## config.mk

```make
export PLATFORM = sky130hd
export DESIGN_NAME = bracket_keyword_lexer_flat
export DESIGN_NICKNAME = d
export VERILOG_FILES = /design/src/rtl/core/bkl_pkg.sv /design/src/rtl/core/bkl_if.sv /design/src/rtl/core/bkl_lex_core.sv /design/src/rtl/core/bkl_rsp_queue.sv /design/src/rtl/core/bracket_keyword_lexer.sv /design/src/flat_wrapper.sv
export SDC_FILE = /design/constraint.sdc
export NUM_CORES = 1
export LEC_CHECK = 0
export BUFFER_PORTS_ARGS = -buffer_cell sky130_fd_sc_hd__buf_2
export CAP_MARGIN = 20
export CORE_ASPECT_RATIO = 0.5
export CORE_MARGIN = 4
export CORE_UTILIZATION = 56
export DETAILED_ROUTE_END_ITERATION = 12
export GPL_TIMING_DRIVEN = 0
export PLACE_DENSITY = 0.77
export RECOVER_POWER = 100
export REMOVE_ABC_BUFFERS = 1
export SLEW_MARGIN = 20
export SYNTH_ARGS = -nofsm -noshare
export SYNTH_HDL_FRONTEND = slang
export SYNTH_SLANG_ARGS = --single-unit
export TNS_END_PERCENT = 50
```

## constraint.sdc

```tcl
create_clock -name clock -period 4.9 [get_ports clock]
set_input_delay 0.98 -clock clock [delete_from_list [all_inputs] [get_ports clock]]
set_output_delay 0.98 -clock clock [all_outputs]
set_load 0.02 [all_outputs]
```

## src/rtl/core/bkl_pkg.sv

```systemverilog
// ----------------------------------------------------------------------------
// bkl_pkg
// Shared types, constants and character-class functions for the bracket and
// keyword lexer.
// ----------------------------------------------------------------------------
package bkl_pkg;

   localparam int unsigned MaxInputBytes = 65536;
   localparam int unsigned PosCapInt =
      (MaxInputBytes - 1 < 65535) ? MaxInputBytes - 1 : 65535;
   localparam int unsigned LenCapInt =
      (MaxInputBytes < 65535) ? MaxInputBytes : 65535;
   localparam logic [15:0] PosCap = 16'(PosCapInt);
   localparam logic [15:0] LenCap = 16'(LenCapInt);

   localparam logic [3:0] KindKeyword = 4'd7;
   localparam logic [3:0] KindWord    = 4'd8;

   // Match progress through "struct": 0..6 bytes matched, or no match possible.
   localparam logic [2:0] KwFirst = 3'd1;
   localparam logic [2:0] KwLen   = 3'd6;
   localparam logic [2:0] KwDead  = 3'd7;

   localparam logic [7:0] CharLowS = 8'h73;

   localparam int unsigned QueueDepth    = 4;
   localparam int unsigned QueuePtrWidth = $clog2(QueueDepth);
   localparam int unsigned QueueCntWidth = $clog2(QueueDepth + 1);

   typedef struct packed {
      logic [3:0]  token_kind;
      logic [15:0] token_start;
      logic [15:0] token_length;
      logic        last_result;
   } token_type;

   // Up to two tokens produced by one request, packed from the first slot.
   typedef struct packed {
      logic      first_valid;
      logic      second_valid;
      token_type first;
      token_type second;
   } push_type;

   typedef struct packed {
      logic       hit;
      logic [2:0] index;
   } punct_type;

   function automatic logic is_word_char(input logic [7:0] b);
      return (b >= 8'h30 && b <= 8'h39) || (b >= 8'h41 && b <= 8'h5A) ||
             (b >= 8'h61 && b <= 8'h7A) || (b == 8'h5F);
   endfunction

   function automatic logic is_separator(input logic [7:0] b);
      return (b == 8'h09) || (b == 8'h0A) || (b == 8'h0D) || (b == 8'h20);
   endfunction

   // Punctuators in kind order: { ( [ } ) ] ;
   function automatic punct_type punct_lookup(input logic [7:0] b);
      punct_type p;
      p.hit   = 1'b1;
      p.index = 3'd0;
      unique case (b)
         8'h7B: p.index = 3'd0;
         8'h28: p.index = 3'd1;
         8'h5B: p.index = 3'd2;
         8'h7D: p.index = 3'd3;
         8'h29: p.index = 3'd4;
         8'h5D: p.index = 3'd5;
         8'h3B: p.index = 3'd6;
         default: p.hit = 1'b0;
      endcase
      return p;
   endfunction

   // Expected byte of "struct" at a given match position.
   function automatic logic [7:0] kw_char(input logic [2:0] kp);
      logic [7:0] c;
      unique case (kp)
         3'd0:    c = 8'h73;
         3'd1:    c = 8'h74;
         3'd2:    c = 8'h72;
         3'd3:    c = 8'h75;
         3'd4:    c = 8'h63;
         3'd5:    c = 8'h74;
         default: c = 8'h00;
      endcase
      return c;
   endfunction

   function automatic token_type word_token(input logic [2:0]  kp,
                                            input logic [15:0] start,
                                            input logic [15:0] len);
      token_type t;
      t.token_kind   = (kp == KwLen) ? KindKeyword : KindWord;
      t.token_start  = start;
      t.token_length = len;
      t.last_result  = 1'b0;
      return t;
   endfunction

endpackage

```

## src/rtl/core/bkl_if.sv

```systemverilog
// ----------------------------------------------------------------------------
// bkl_req_if / bkl_rsp_if
// Valid/ready channels for source bytes and for emitted tokens.
// ----------------------------------------------------------------------------
interface bkl_req_if;
   logic       valid;
   logic       ready;
   logic [7:0] in_byte;
   logic       end_of_input;

   modport source (output valid, output in_byte, output end_of_input, input ready);
   modport sink   (input valid, input in_byte, input end_of_input, output ready);
endinterface

interface bkl_rsp_if;
   logic        valid;
   logic        ready;
   logic [3:0]  token_kind;
   logic [15:0] token_start;
   logic [15:0] token_length;
   logic        last_result;

   modport source (output valid, output token_kind, output token_start,
                   output token_length, output last_result, input ready);
   modport sink   (input valid, input token_kind, input token_start,
                   input token_length, input last_result, output ready);
endinterface

```

## src/rtl/core/bkl_lex_core.sv

```systemverilog
// ----------------------------------------------------------------------------
// bkl_lex_core
// Request register, word tracking state and the per-byte token decision.
// ----------------------------------------------------------------------------
module bkl_lex_core
   import bkl_pkg::*;
(
   input  logic       clock,
   input  logic       reset,
   input  logic       req_valid,
   output logic       req_ready,
   input  logic [7:0] req_in_byte,
   input  logic       req_end_of_input,
   input  logic       space_ok,
   output push_type   push
);

   logic        in_valid_ff, in_valid_in;
   logic [7:0]  in_byte_ff;
   logic        eoi_ff;

   logic        pending_ff, pending_in;
   logic [15:0] start_ff, start_in;
   logic [15:0] len_ff, len_in;
   logic [2:0]  kp_ff, kp_in;
   logic [15:0] pos_ff, pos_in;

   logic        advance;
   logic        accept;
   logic        wc;
   punct_type   punct;
   logic [15:0] len_inc;
   logic [2:0]  kp_adv;
   logic        old_valid, new_valid;
   token_type   old_tok, new_tok;

   assign advance   = in_valid_ff && space_ok;
   assign req_ready = !in_valid_ff || advance;
   assign accept    = req_valid && req_ready;

   always_comb begin
      in_valid_in = in_valid_ff;
      if (accept) begin
         in_valid_in = 1'b1;
      end else if (advance) begin
         in_valid_in = 1'b0;
      end
   end

   assign wc      = is_word_char(in_byte_ff);
   assign punct   = punct_lookup(in_byte_ff);
   assign len_inc = (len_ff < LenCap) ? len_ff + 16'd1 : len_ff;
   assign kp_adv  = (kp_ff < KwLen && kw_char(kp_ff) == in_byte_ff) ? kp_ff + 3'd1 : KwDead;

   always_comb begin
      pending_in = pending_ff;
      start_in   = start_ff;
      len_in     = len_ff;
      kp_in      = kp_ff;
      old_valid  = 1'b0;
      new_valid  = 1'b0;
      old_tok    = word_token(kp_ff, start_ff, len_ff);
      new_tok    = '0;

      if (pending_ff && wc) begin
         len_in = len_inc;
         kp_in  = kp_adv;
         if (eoi_ff) begin
            new_valid = 1'b1;
            new_tok   = word_token(kp_adv, start_ff, len_inc);
         end
      end else begin
         // Any other byte closes the open word before its own token.
         old_valid  = pending_ff;
         pending_in = 1'b0;
         if (is_separator(in_byte_ff)) begin
            new_valid = 1'b0;
         end else if (punct.hit) begin
            new_valid            = 1'b1;
            new_tok.token_kind   = {1'b0, punct.index};
            new_tok.token_start  = pos_ff;
            new_tok.token_length = 16'd1;
         end else begin
            pending_in = 1'b1;
            start_in   = pos_ff;
            len_in     = 16'd1;
            kp_in      = (in_byte_ff == CharLowS) ? KwFirst : KwDead;
            if (eoi_ff) begin
               new_valid = 1'b1;
               new_tok   = word_token(kp_in, pos_ff, 16'd1);
            end
         end
      end

      if (eoi_ff) begin
         pending_in = 1'b0;
         start_in   = '0;
         len_in     = '0;
         kp_in      = '0;
         pos_in     = '0;
      end else begin
         pos_in = (pos_ff < PosCap) ? pos_ff + 16'd1 : pos_ff;
      end
   end

   always_comb begin
      push = '0;
      if (old_valid) begin
         push.first_valid  = advance;
         push.first        = old_tok;
         push.second_valid = advance && new_valid;
         push.second       = new_tok;
         if (new_valid) begin
            push.second.last_result = 1'b1;
         end else begin
            push.first.last_result = 1'b1;
         end
      end else begin
         push.first_valid       = advance && new_valid;
         push.first             = new_tok;
         push.first.last_result = 1'b1;
      end
   end

   always_ff @(posedge clock) begin
      if (reset) begin
         in_valid_ff <= 1'b0;
         pending_ff  <= 1'b0;
         start_ff    <= '0;
         len_ff      <= '0;
         kp_ff       <= '0;
         pos_ff      <= '0;
      end else begin
         in_valid_ff <= in_valid_in;
         if (advance) begin
            pending_ff <= pending_in;
            start_ff   <= start_in;
            len_ff     <= len_in;
            kp_ff      <= kp_in;
            pos_ff     <= pos_in;
         end
      end
   end

   always_ff @(posedge clock) begin
      if (accept) begin
         in_byte_ff <= req_in_byte;
         eoi_ff     <= req_end_of_input;
      end
   end

   a_push_needs_item: assert property (@(posedge clock) disable iff (reset)
      push.first_valid |-> in_valid_ff && space_ok)
      else $error("token pushed without a held request");

   a_eoi_clears: assert property (@(posedge clock) disable iff (reset)
      advance && eoi_ff |=> !pending_ff && pos_ff == '0)
      else $error("end of input did not clear word state");

endmodule

```

## src/rtl/core/bkl_rsp_queue.sv

```systemverilog
// ----------------------------------------------------------------------------
// bkl_rsp_queue
// Small token queue: takes up to two tokens a cycle, hands out one a cycle while rsp_ready is high.
// ----------------------------------------------------------------------------
module bkl_rsp_queue
   import bkl_pkg::*;
(
   input  logic      clock,
   input  logic      reset,
   input  push_type  push,
   output logic      space_ok,
   output logic      rsp_valid,
   input  logic      rsp_ready,
   output token_type rsp_token
);

   token_type                  mem [QueueDepth];
   logic [QueuePtrWidth-1:0]   wr_ptr_ff, wr_ptr_in;
   logic [QueuePtrWidth-1:0]   rd_ptr_ff, rd_ptr_in;
   logic [QueueCntWidth-1:0]   count_ff, count_in;
   logic                       pop;
   logic [QueueCntWidth-1:0]   push_n;
   logic [QueuePtrWidth-1:0]   wr_ptr_next;

   assign space_ok  = count_ff <= QueueCntWidth'(QueueDepth - 2);
   assign rsp_valid = count_ff != '0;
   assign rsp_token = mem[rd_ptr_ff];
   assign pop       = rsp_valid && rsp_ready;

   assign push_n      = QueueCntWidth'(push.first_valid) + QueueCntWidth'(push.second_valid);
   assign wr_ptr_next = wr_ptr_ff + QueuePtrWidth'(1);
   assign wr_ptr_in   = wr_ptr_ff + QueuePtrWidth'(push_n);
   assign rd_ptr_in   = rd_ptr_ff + QueuePtrWidth'(pop);
   assign count_in    = count_ff + push_n - QueueCntWidth'(pop);

   always_ff @(posedge clock) begin
      if (reset) begin
         wr_ptr_ff <= '0;
         rd_ptr_ff <= '0;
         count_ff  <= '0;
      end else begin
         wr_ptr_ff <= wr_ptr_in;
         rd_ptr_ff <= rd_ptr_in;
         count_ff  <= count_in;
      end
   end

   always_ff @(posedge clock) begin
      if (push.first_valid) begin
         mem[wr_ptr_ff] <= push.first;
      end
      if (push.second_valid) begin
         mem[wr_ptr_next] <= push.second;
      end
   end

   a_count_bound: assert property (@(posedge clock) disable iff (reset)
      count_ff <= QueueCntWidth'(QueueDepth))
      else $error("token queue overflow");

   a_pair_order: assert property (@(posedge clock) disable iff (reset)
      push.second_valid |-> push.first_valid)
      else $error("second token pushed without first");

endmodule

```

## src/rtl/core/bracket_keyword_lexer.sv

```systemverilog
// ----------------------------------------------------------------------------
// bracket_keyword_lexer
// Streaming tokenizer for bracketed text with the struct keyword.
//
// The req_chan channel takes one source byte per request, with end_of_input
// set on the final byte of an input. The rsp_chan channel returns tokens:
// kind, start offset, length and a flag on the last token of its byte.
// Each byte yields zero, one or two tokens; the second appears when a
// punctuator, or a final non-word non-separator byte, closes an open word.
//
// A request passes through the request register and then into the token
// queue before its tokens can be read out.
// A new byte is taken every cycle while the queue has room for two more
// tokens; bytes that yield two tokens are limited by the single token read
// port, so the sustained rate is one token per cycle.
//
// Reset clears the word state and the byte offset to zero and empties the
// queue. When the receiver stalls, the four-entry queue builds up; once it
// holds more than two tokens it holds the request register, which drops
// req_chan.ready.
// ----------------------------------------------------------------------------
module bracket_keyword_lexer
   import bkl_pkg::*;
(
   input  logic     clock,
   input  logic     reset,
   bkl_req_if.sink  req_chan,
   bkl_rsp_if.source rsp_chan
);

   push_type  push;
   logic      space_ok;
   token_type rsp_token;

   bkl_lex_core u_lex_core (
      .clock            (clock),
      .reset            (reset),
      .req_valid        (req_chan.valid),
      .req_ready        (req_chan.ready),
      .req_in_byte      (req_chan.in_byte),
      .req_end_of_input (req_chan.end_of_input),
      .space_ok         (space_ok),
      .push             (push)
   );

   bkl_rsp_queue u_rsp_queue (
      .clock     (clock),
      .reset     (reset),
      .push      (push),
      .space_ok  (space_ok),
      .rsp_valid (rsp_chan.valid),
      .rsp_ready (rsp_chan.ready),
      .rsp_token (rsp_token)
   );

   assign rsp_chan.token_kind   = rsp_token.token_kind;
   assign rsp_chan.token_start  = rsp_token.token_start;
   assign rsp_chan.token_length = rsp_token.token_length;
   assign rsp_chan.last_result  = rsp_token.last_result;

endmodule

```

## src/flat_wrapper.sv

```systemverilog
// flat-port wrapper written by rule: the top's interface ports become plain ports
module bracket_keyword_lexer_flat import bkl_pkg::*;
  (clock, reset, req_chan_valid, req_chan_in_byte, req_chan_end_of_input, req_chan_ready, rsp_chan_valid, rsp_chan_token_kind, rsp_chan_token_start, rsp_chan_token_length, rsp_chan_last_result, rsp_chan_ready);
  bkl_req_if req_chan_i ();
  bkl_rsp_if rsp_chan_i ();
  input  logic clock;
  input  logic reset;
  input wire logic [$bits(req_chan_i.valid)-1:0] req_chan_valid;
  input wire logic [$bits(req_chan_i.in_byte)-1:0] req_chan_in_byte;
  input wire logic [$bits(req_chan_i.end_of_input)-1:0] req_chan_end_of_input;
  output wire logic [$bits(req_chan_i.ready)-1:0] req_chan_ready;
  output wire logic [$bits(rsp_chan_i.valid)-1:0] rsp_chan_valid;
  output wire logic [$bits(rsp_chan_i.token_kind)-1:0] rsp_chan_token_kind;
  output wire logic [$bits(rsp_chan_i.token_start)-1:0] rsp_chan_token_start;
  output wire logic [$bits(rsp_chan_i.token_length)-1:0] rsp_chan_token_length;
  output wire logic [$bits(rsp_chan_i.last_result)-1:0] rsp_chan_last_result;
  input wire logic [$bits(rsp_chan_i.ready)-1:0] rsp_chan_ready;
  assign req_chan_i.valid = req_chan_valid;
  assign req_chan_i.in_byte = req_chan_in_byte;
  assign req_chan_i.end_of_input = req_chan_end_of_input;
  assign req_chan_ready = req_chan_i.ready;
  assign rsp_chan_valid = rsp_chan_i.valid;
  assign rsp_chan_token_kind = rsp_chan_i.token_kind;
  assign rsp_chan_token_start = rsp_chan_i.token_start;
  assign rsp_chan_token_length = rsp_chan_i.token_length;
  assign rsp_chan_last_result = rsp_chan_i.last_result;
  assign rsp_chan_i.ready = rsp_chan_ready;
  bracket_keyword_lexer u_core (.clock(clock), .reset(reset), .req_chan(req_chan_i), .rsp_chan(rsp_chan_i));
endmodule
```

# Word level (Yosys, flattened, before mapping)
# Memories as Yosys holds them, arrays and structs flattened. A register that Yosys moved wholly into a read port is not among the register bits.
# Cells that the tools add are included.
[word_totals] ff_bits=69 mem_count=1 output_inout_bits=39 elab_cells=136 input_bits=13 ram_bits=148
[memory_table] name="u_core.u_rsp_queue.mem" words=4 word_bits=37 rd=1 rd_ports_with_merged_regs=1 write_ports=2 line="bkl_rsp_queue.sv:17" text="token_type mem [QueueDepth];"
[classes] order_cmp=10 muxes=51 n_eq_ne=27 addsub=9 n_reduce_logical=27
[op_table] cell="$mux W37" count=6
[op_table] cell="$mux W16" count=11
[op_table] cell="$eq A8 B7 Y1 const B" count=6
[op_table] cell="$mux W36" count=1
[op_table] cell="$pmux W7 S5" count=1
[op_table] cell="$add A16 B1 Y16 const B" count=2
[op_table] cell="$eq A8 B6 Y1 const B" count=4
[op_table] cell="$lt A16 B16 Y1 const B" count=2
[op_table] cell="$eq A8 B4 Y1 const B" count=3
[op_table] cell="$mux W1" count=21
[op_table] cell="$mux W3" count=6
[op_table] cell="$pmux W3 S6" count=1
[op_table] cell="$ge A8 B7 Y1 const B" count=2
[op_table] cell="$le A8 B7 Y1 const B" count=2
[op_table] cell="$eq A3 B3 Y1 const B" count=5
[op_table] cell="$mux W4" count=3
[op_table] cell="$logic_and A1 B1 Y1" count=9
[op_table] cell="$eq A8 B8 Y1" count=1
[op_table] cell="$ge A8 B6 Y1 const B" count=1
[op_table] cell="$le A8 B6 Y1 const B" count=1
[op_table] cell="$logic_or A1 B1 Y1" count=7
[op_table] cell="$reduce_or A7 Y1" count=1
[op_table] cell="$eq A3 B2 Y1 const B" count=2
[op_table] cell="$ne A2 B2 Y1 const B" count=3
[op_table] cell="21 further kinds" count=23

# Longest topological paths before layout
# Gate-level depths: netlist of the first run.
[depth] word_depth=12 mapped_depth=16 depth_no_buf=14

# Hierarchy
# From an unflattened synthesis of the first run, not the netlist that was laid out.
[unflattened] cells_unflattened=907 area_unflattened_um2=11812.6
[modules_own_cells] mod="bkl_rsp_queue" cells_each=401 instances=1 seq_area_each_um2=4584.4 area_each_um2=7694.9
[modules_own_cells] mod="bkl_lex_core" cells_each=506 instances=1 seq_area_each_um2=1331.3 area_each_um2=4117.7

# Worst setup path before layout of the first run
# OpenSTA, ideal clock, no wires.
[synth_path] path_kind="register to register" startpoint="reg u_core.u_lex_core.in_byte_ff[0]" endpoint="mem u_core.u_rsp_queue.mem[1][0] in the netlist's numbering (enable)" t_required_ns=4.423 path_stages_with_launch=10 setup_time_ns=0.477 path_buffers=2 synth_period_minus_slack_ns=4.849 path_slack_ns=0.051 arrival_ns=4.372 cell_sequence="edfxtp_1 > buf_2 > or4_1 > nor2_1 > or4_1 > nand3_1 > buf_2 > nor2_1 > a21oi_1 > nor3_1"
[synth_lines] element="start: declaration" line="bkl_lex_core.sv:19" text="logic [7:0] in_byte_ff;"
[synth_lines] element="start signal: assignment" line="bkl_lex_core.sv:147" text="in_byte_ff <= req_in_byte;"
[synth_lines] element="end: declaration" line="bkl_rsp_queue.sv:17"

==> summary.txt, run 1 <==
Setup path
  • Critical path endpoint category: flip-flop
  • Slowest stage cell, crit path: nor4_1
  • WP data required: 5.12 ns
  • Crit-path max FO: 14
  • RR Endpoint: u_core.u_rsp_queue.mem[0][6]
  • Max incr delay on CP: 1.39 ns
  • CP arrival: 4.50 ns
  • R2R cell count: 7
  • Startpoint types: flip-flop
  • FF-to-FF Start: u_core.u_lex_core.in_byte_ff[1]
  • Worst R2R Setup Slack: 0.62 ns
  • Worst Path Class, Setup: flip-flop to flip-flop
  • Crit-path cells: or4_1 -> nor2_1 -> or4_1 -> nand3_1 -> nor4_1 -> clkbuf_1 -> nor2_1

Clocking
  • Worst-path clk slew: 0.06 ns
  • Clock sink count: 217
  • CTS root buf: clkbuf_16
  • H-tree levels: 1
  • Worst-Skew Late Latency: 0.50 ns
  • Post-CTS Setup Repair Bufs: 0
  • Hold_buf cts: 0
  • CTS tree: built
  • Num CTS Buffers: 21
  • Cts repair resizes: 0
  • Largest buffer count on any clock path: 3

Power and ir drop
  • Net Sw Frac: 29.8%
  • Seq pwr share: 46.2%
  • Total Power: 4.62 mW
  • Cell-internal power: 3.24 mW
  • Combinational Power Share: 20.7%
  • Lkg Pwr: 3.90 nW
  • Power per cell area: 391 nW/µm²
  • Sw Pwr: 1.37 mW
  • Clock share of power: 33.1%
  • Max IR drop VDD: 0.205 mV

Global routing
  • Met2 Usage GRT: 38.9%
  • Met3 usage: 3.66%
  • GRT busiest layer: met2
  • Vias in the first global route: 7732
  • Global-route usage over all layers: 24.6%
  • First-pass GRT wire length: 42.6 mm
  • Maximum number of pins on one net before global-route repair: 41
  • Initial antenna violation count: 0
  • GR Util met1: 35.8%
  • Grt ovf: 0

Worst hold path
  • Endpoint, Worst Hold: u_core.u_lex_core.len_ff[6]
  • Hold Crit Start: u_core.u_lex_core.len_ff[6]
  • Worst hold path depth: 1
  • Worst min path class: flip-flop to flip-flop

Drt
  • Antenna viol nets, final: 0
  • DR iter-0 viols: 944
  • Routed WL: 26.5 mm
  • Routed length per instance: 22.0 µm
  • Vias after detailed routing: 7933
  • Vias per cell: 6.59
  • DRT Pass-1 Iters: 5
  • # DRC: 0

Place
  • Place WS: 0.838 ns
  • Placed cell areas: 11400 µm²
  • Final Wtd Congestion: 0.907
  • HPWL Detailed: 17.3 mm
  • Number of port buffers: 51

Layout
  • Nets: 958
  • Layout cells sized above 1: 10.9%
  • Antenna cells: 0
  • Core Util, Final: 63.3%
  • Syn-to-layout area delta: 9.31%
  • Final Cell Area: 11800 µm²

Synthesis
  • Share of the synthesized area in the top cell type: 43.6%
  • Top-count cell post-synth: edfxtp_1
  • Avg Cell Area, Syn: 11.8 µm²
  • Top cells by area, synth: edfxtp_1 44%, dfxtp_1 11%, mux4_2 7.7%
  • Post-Synthesis Cells: 917
  • Register bit count reported by yosys: 217
  • Netlist Area Pre-Place: 10800 µm²
  • Ys async rst share: 0%
  • Post-synth EDFFs: 157
  • Post-synth cell types: 74
  • Register area share after synthesis: 54.8%
  • Biggest area consumer among synthesized cells: edfxtp_1
  • Post-synth top cells: 157 x edfxtp_1, 117 x nor2_1, 64 x a32o_1, 60 x dfxtp_1, 50 x nand2_1
  • Predominant post-synthesis flop cell: edfxtp_1
  • Synth warn: 0

Timing
  • Setup Skew: 0.0101 ns
  • Slew @ Worst Pin: 1.91 ns
  • Worst hold slack: 0.521 ns
  • RSZ-0062 raised after global routing: false
  • Final setup viols: 0
  • Max Transition Viols Final: 24
  • Final Cycle Share: 87.4%
  • Fin. Hold Viols: 0
  • Tmin final: 4.28 ns
  • Rel. slew slack: -28.5%
  • Fin worst setup slack: 0.616 ns
  • Fmax achieved: 233 MHz

Die
  • Core area: 18700 µm²
  • Rows: 35
  • Chip height: 106 µm
  • Initial Util: 57.9%
  • Full die area: 21700 µm²
  • Die width: 204 µm
  • # IOs: 52

Outcome
  • Outcome: complete, but fails checks
  • Failing checks: capacitance limit, slew limit

Flow run
  • Max Cap Viol: 2
==> cells in the final DEF (no fill, tap or decap), drive strengths merged, types with 9 or more instances in the layout <==
cell	n
a21oi	33
a22o	17
a31oi	14
a32o	64
buf	21
clkbuf	74
dfxtp	60
edfxtp	157
ha	13
inv	19
mux4	37
nand2	54
nand2b	9
nand3	23
nand4	11
nor2	117
nor2b	14
nor3	24
nor4	9
o211ai	11
o21ai	34
or3	9
xnor2	11
xor2	11
==> worst max-delay path, delay by kind of cell (launching register included) <==
family | cells | cell delay (ns)
flip-flops | 1 | 0.57
AND/OR/NAND/NOR | 6 | 2.76
buffers and inverters | 1 | 0.66
==> cell families (layout without fill, tap and decap cells) <==
kind of cell,count (synthesis),after routing,share of synthesized area [%]
compound gates,220,220,15.6
xor+xnor,22,22,1.78
fa+ha+maj,14,14,1.69
buf+inv,97,125,3.81
flops,217,217,54.8
mux,40,40,7.99
simple gates,307,307,14.3
==> final cells by class <==
cell class / instances / area [µm²]
fillers: 1468 / 6850
flip-flops and latches: 217 / 5920
clock inverters: 11 / 85.1
well taps: 259 / 324
clock buffers: 26 / 544
multi-input cells: 603 / 4430
repair buffers: 69 / 443
inverters: 19 / 71.3
==> layer usage <==
metal  up-vias  share of wire (%)
met5         -                  0
met3        55                7.7
li1       3582                  -
met1      3900                 44
met2       396                 46
met4         0                2.3
==> sequential cells by signal, indices dropped and copies added, names as in the netlist <==
signal,count
u_core.u_rsp_queue.wr_ptr_ff,2
u_core.u_lex_core.eoi_ff,1
u_core.u_lex_core.in_byte_ff,8
u_core.u_rsp_queue.count_ff,3
u_core.u_rsp_queue.mem,148
u_core.u_lex_core.kp_ff,3
u_core.u_lex_core.pending_ff,1
u_core.u_rsp_queue.rd_ptr_ff,2
u_core.u_lex_core.in_valid_ff,1
u_core.u_lex_core.start_ff,16
u_core.u_lex_core.pos_ff,16
u_core.u_lex_core.len_ff,16
==> metrics by stage <==
stage | std cells | setup TNS, ns
after floorplan | 839 | -3.16
after global placement | 1149 | -226.96
after detailed placement | 1167 | 0
after CTS | 1204 | 0
after global routing | 1204 | 0
final | 1204 | 0
==> worst max-delay path by stage <==
stage,slack [ns],endpoint,depth (start not counted),startpoint
after floorplan,-0.09,u_core.u_rsp_queue.mem[1][0],7,u_core.u_lex_core.in_byte_ff[1]
after global placement,-2.54,u_core.u_rsp_queue.mem[1][25],7,u_core.u_lex_core.in_byte_ff[1]
after detailed placement,0.84,u_core.u_rsp_queue.count_ff[2],14,u_core.u_lex_core.in_byte_ff[1]
after CTS,0.82,u_core.u_rsp_queue.count_ff[2],14,u_core.u_lex_core.in_byte_ff[1]
after global routing,0.32,u_core.u_rsp_queue.mem[1][34],10,u_core.u_lex_core.in_byte_ff[4]
final,0.62,u_core.u_rsp_queue.mem[0][6],7,u_core.u_lex_core.in_byte_ff[1]
==> power groups by stage <==
stage | registers, mW | logic, mW | clock network (mW)
floorplan | 2.18 | 0.646 | 0
global placement | 2.24 | 0.883 | 0
detailed placement | 2.18 | 1.01 | 0
CTS | 2.14 | 1.02 | 1.54
global route | 2.15 | 1.03 | 1.63
finish | 2.13 | 0.955 | 1.53
Power figures use the tool's default switching activity.
==> run 2: changes to the inputs <==
CELL_PAD_IN_SITES_DETAIL_PLACEMENT = 1   (was unset)
CELL_PAD_IN_SITES_GLOBAL_PLACEMENT = 2   (was unset)
CORE_UTILIZATION = 38   (was 56)
PLACE_DENSITY = unset   (was 0.77)
PLACE_DENSITY_LB_ADDON = 0.1   (was unset)
==> run 2 against run 1 <==
  * The flow still finishes with violations (capacitance limit, slew limit)
  * Via count decreased by 1.9%
  * Setup slack got worse by 0.21 ns
  * Hold slack improved by 0.0071 ns
  * Largest cell class unchanged
  * Largest power group unchanged
==> summary.txt, run 2 (same netlist as run 1, synthesis figures left out) <==
Setup path
  • RR Endpoint: u_core.u_rsp_queue.mem[3][28]
  • WP data required: 5.28 ns
  • Crit-path cells: or4_1 -> nor2_1 -> or4_1 -> and2_0 -> nand3_1 -> nand2_2 -> a32o_1
  • CP Launch Point: u_core.u_lex_core.in_byte_ff[1]
  • CP arrival: 4.88 ns
  • Startpoint types: flip-flop
  • R2R cell count: 7
  • Crit-path max FO: 19
  • Worst Path Class, Setup: flip-flop to flip-flop
  • Most used cell, CP: or4_1
  • FF-to-FF Start: u_core.u_lex_core.in_byte_ff[1]
  • Max incr delay on CP: 1.06 ns
  • Worst R2R Setup Slack: 0.40 ns
  • Critical path endpoint category: flip-flop
  • Slowest stage cell, crit path: nand3_1

Place
  • Final Wtd Congestion: 0.797
  • Placed cell areas: 11600 µm²
  • HPWL Detailed: 20.2 mm
  • Number of port buffers: 51
  • Place WS: 0.681 ns

Layout
  • Syn-to-layout area delta: 11.8%
  • Most common cell after layout, fill and taps aside: edfxtp_1
  • Most frequent cells in the layout: 157 x edfxtp_1, 116 x nor2_1, 64 x a32o_1, 58 x dfxtp_1, 54 x clkbuf_1
  • Antenna cells: 0
  • Core Util, Final: 43.3%
  • Final Cell Area: 12100 µm²
  • Biggest register: u_core.u_rsp_queue.mem
  • Layout cells sized above 1: 11.8%
  • Nets: 962
  • Fill count: 2970
  • Max reg flops: 148

Timing
  • Setup Skew: 0.0125 ns
  • Slew @ Worst Pin: 1.86 ns
  • Max Transition Viols Final: 45
  • Fin. Hold Viols: 0
  • Final setup viols: 0
  • Setup TNS: 0 ns
  • RSZ-0062 raised after global routing: false
  • Worst hold slack: 0.528 ns
  • Fmax achieved: 222 MHz
  • Fin worst setup slack: 0.403 ns
  • Tmin final: 4.50 ns
  • Rel. slew slack: -25.4%
  • Final Cycle Share: 91.8%

Drt
  • WL met3: 1.18 mm
  • Vias after detailed routing: 7785
  • Routed WL: 30.4 mm
  • Routed length per instance: 22.8 µm
  • Top Metal Used: met4
  • WL met2: 13.7 mm
  • Vias per cell: 5.84
  • DR iter-0 viols: 641
  • # DRC: 0
  • DRT Pass-1 Iters: 5
  • DRT met1 WL: 15.0 mm
  • Antenna viol nets, final: 0

Worst hold path
  • Worst min path class: flip-flop to flip-flop
  • Endpoint, Worst Hold: u_core.u_lex_core.in_valid_ff
  • Hold Crit Start: u_core.u_lex_core.in_valid_ff
  • Worst hold path depth: 2

Global routing
  • Grt ovf: 0
  • Global-route usage over all layers: 19.5%
  • First-pass GRT wire length: 47.9 mm
  • Initial antenna violation count: 0
  • Maximum number of pins on one net before global-route repair: 41
  • Vias in the first global route: 8093

Clocking
  • CTS tree: built
  • Num CTS Buffers: 23
  • Post-CTS Setup Repair Bufs: 0
  • H-tree levels: 1
  • Clock sink count: 217
  • CTS root buf: clkbuf_16
  • Hold_buf cts: 0
  • Worst-Skew Late Latency: 0.53 ns
  • Worst-path clk slew: 0.06 ns
  • Largest buffer count on any clock path: 3
  • Cts repair resizes: 0

Outcome
  • Outcome: complete, but fails checks
  • Failing checks: capacitance limit, slew limit

Die
  • Core area: 27900 µm²
  • Die width: 246 µm
  • Initial Util: 38.8%
  • Full die area: 31400 µm²
  • Rows: 43
  • # IOs: 52
  • Chip height: 127 µm

Power and ir drop
  • Sw Pwr: 1.46 mW
  • Net Sw Frac: 30.1%
  • Clock share of power: 35.9%
  • Lkg Pwr: 3.97 nW
  • Max IR drop VDD: 0.229 mV
  • Cell-internal power: 3.40 mW
  • Power per cell area: 402 nW/µm²
  • Combinational Power Share: 19.6%
  • Seq pwr share: 44.5%

Flow run
  • Max Cap Viol: 4
[run 2: cell count changes in the layout (fill, tap and decap cells not counted), moves of 2 or more]
| cell | before | now |
|---|---|---|
| clkbuf_8 | 0 | 4 |
| clkinv_1 | 6 | 2 |
| clkbuf_1 | 52 | 54 |
| clkbuf_16 | 21 | 23 |
| clkbuf_2 | 1 | 3 |
| clkinv_4 | 0 | 2 |
| clkinvlp_4 | 2 | 0 |
| nand2_1 | 50 | 52 |
| nand2_2 | 3 | 1 |
[run 2: power by group through the flow]
stage / Combinational [mW] / Clock [mW] / Sequential (mW)
2_1_floorplan: 0.646 / 0 / 2.18
3_3_place_gp: 0.925 / 0 / 2.25
3_5_place_dp: 1.02 / 0 / 2.21
4_1_cts: 1.02 / 1.79 / 2.17
5_1_grt: 1.04 / 1.87 / 2.18
6_report: 0.954 / 1.74 / 2.16
[run 2: metrics by stage]
stage / std cells / total power [mW]
after floorplan: 839 / 2.83
after global placement: 1272 / 3.18
after detailed placement: 1292 / 3.23
after CTS: 1334 / 4.99
after global routing: 1334 / 5.09
final: 1334 / 4.86
[run 2: critical path, delay by kind of cell (launching register included)]
| kind | cells | cell delay, ns |
|---|---|---|
| and+or+nand+nor | 6 | 3.54 |
| DFF | 1 | 0.57 |
| AOI/OAI and AO/OA | 1 | 0.23 |
[run 2: how the worst max path moves through the flow]
stage | endpoint | cells past startpoint
detailed placement | u_core.u_rsp_queue.count_ff[2] | 14
CTS | u_core.u_rsp_queue.count_ff[2] | 14
global placement | u_core.u_rsp_queue.mem[1][25] | 7
global route | u_core.u_rsp_queue.mem[3][23] | 7
finish | u_core.u_rsp_queue.mem[3][28] | 7
floorplan | u_core.u_rsp_queue.mem[1][0] | 7
[run 2: layout make-up]
type / instances / area (µm²) / share of cell area, %
timing repair buffer: 71 / 437 / 3.62
multi-input combinational: 603 / 4420 / 36.6
inverter: 19 / 71.3 / 0.590
tap: 382 / 478 / 3.96
clock inverter: 8 / 90.1 / 0.746
clock buffer: 34 / 657 / 5.44
sequential: 217 / 5920 / 49.0
[run 2: per-layer routing]
metal | track usage, % | vias up
met5 | 0 | -
met4 | 3.43 | 0
met3 | 2.96 | 39
met2 | 31.0 | 169
met1 | 28.9 | 3988
li1 | - | 3589
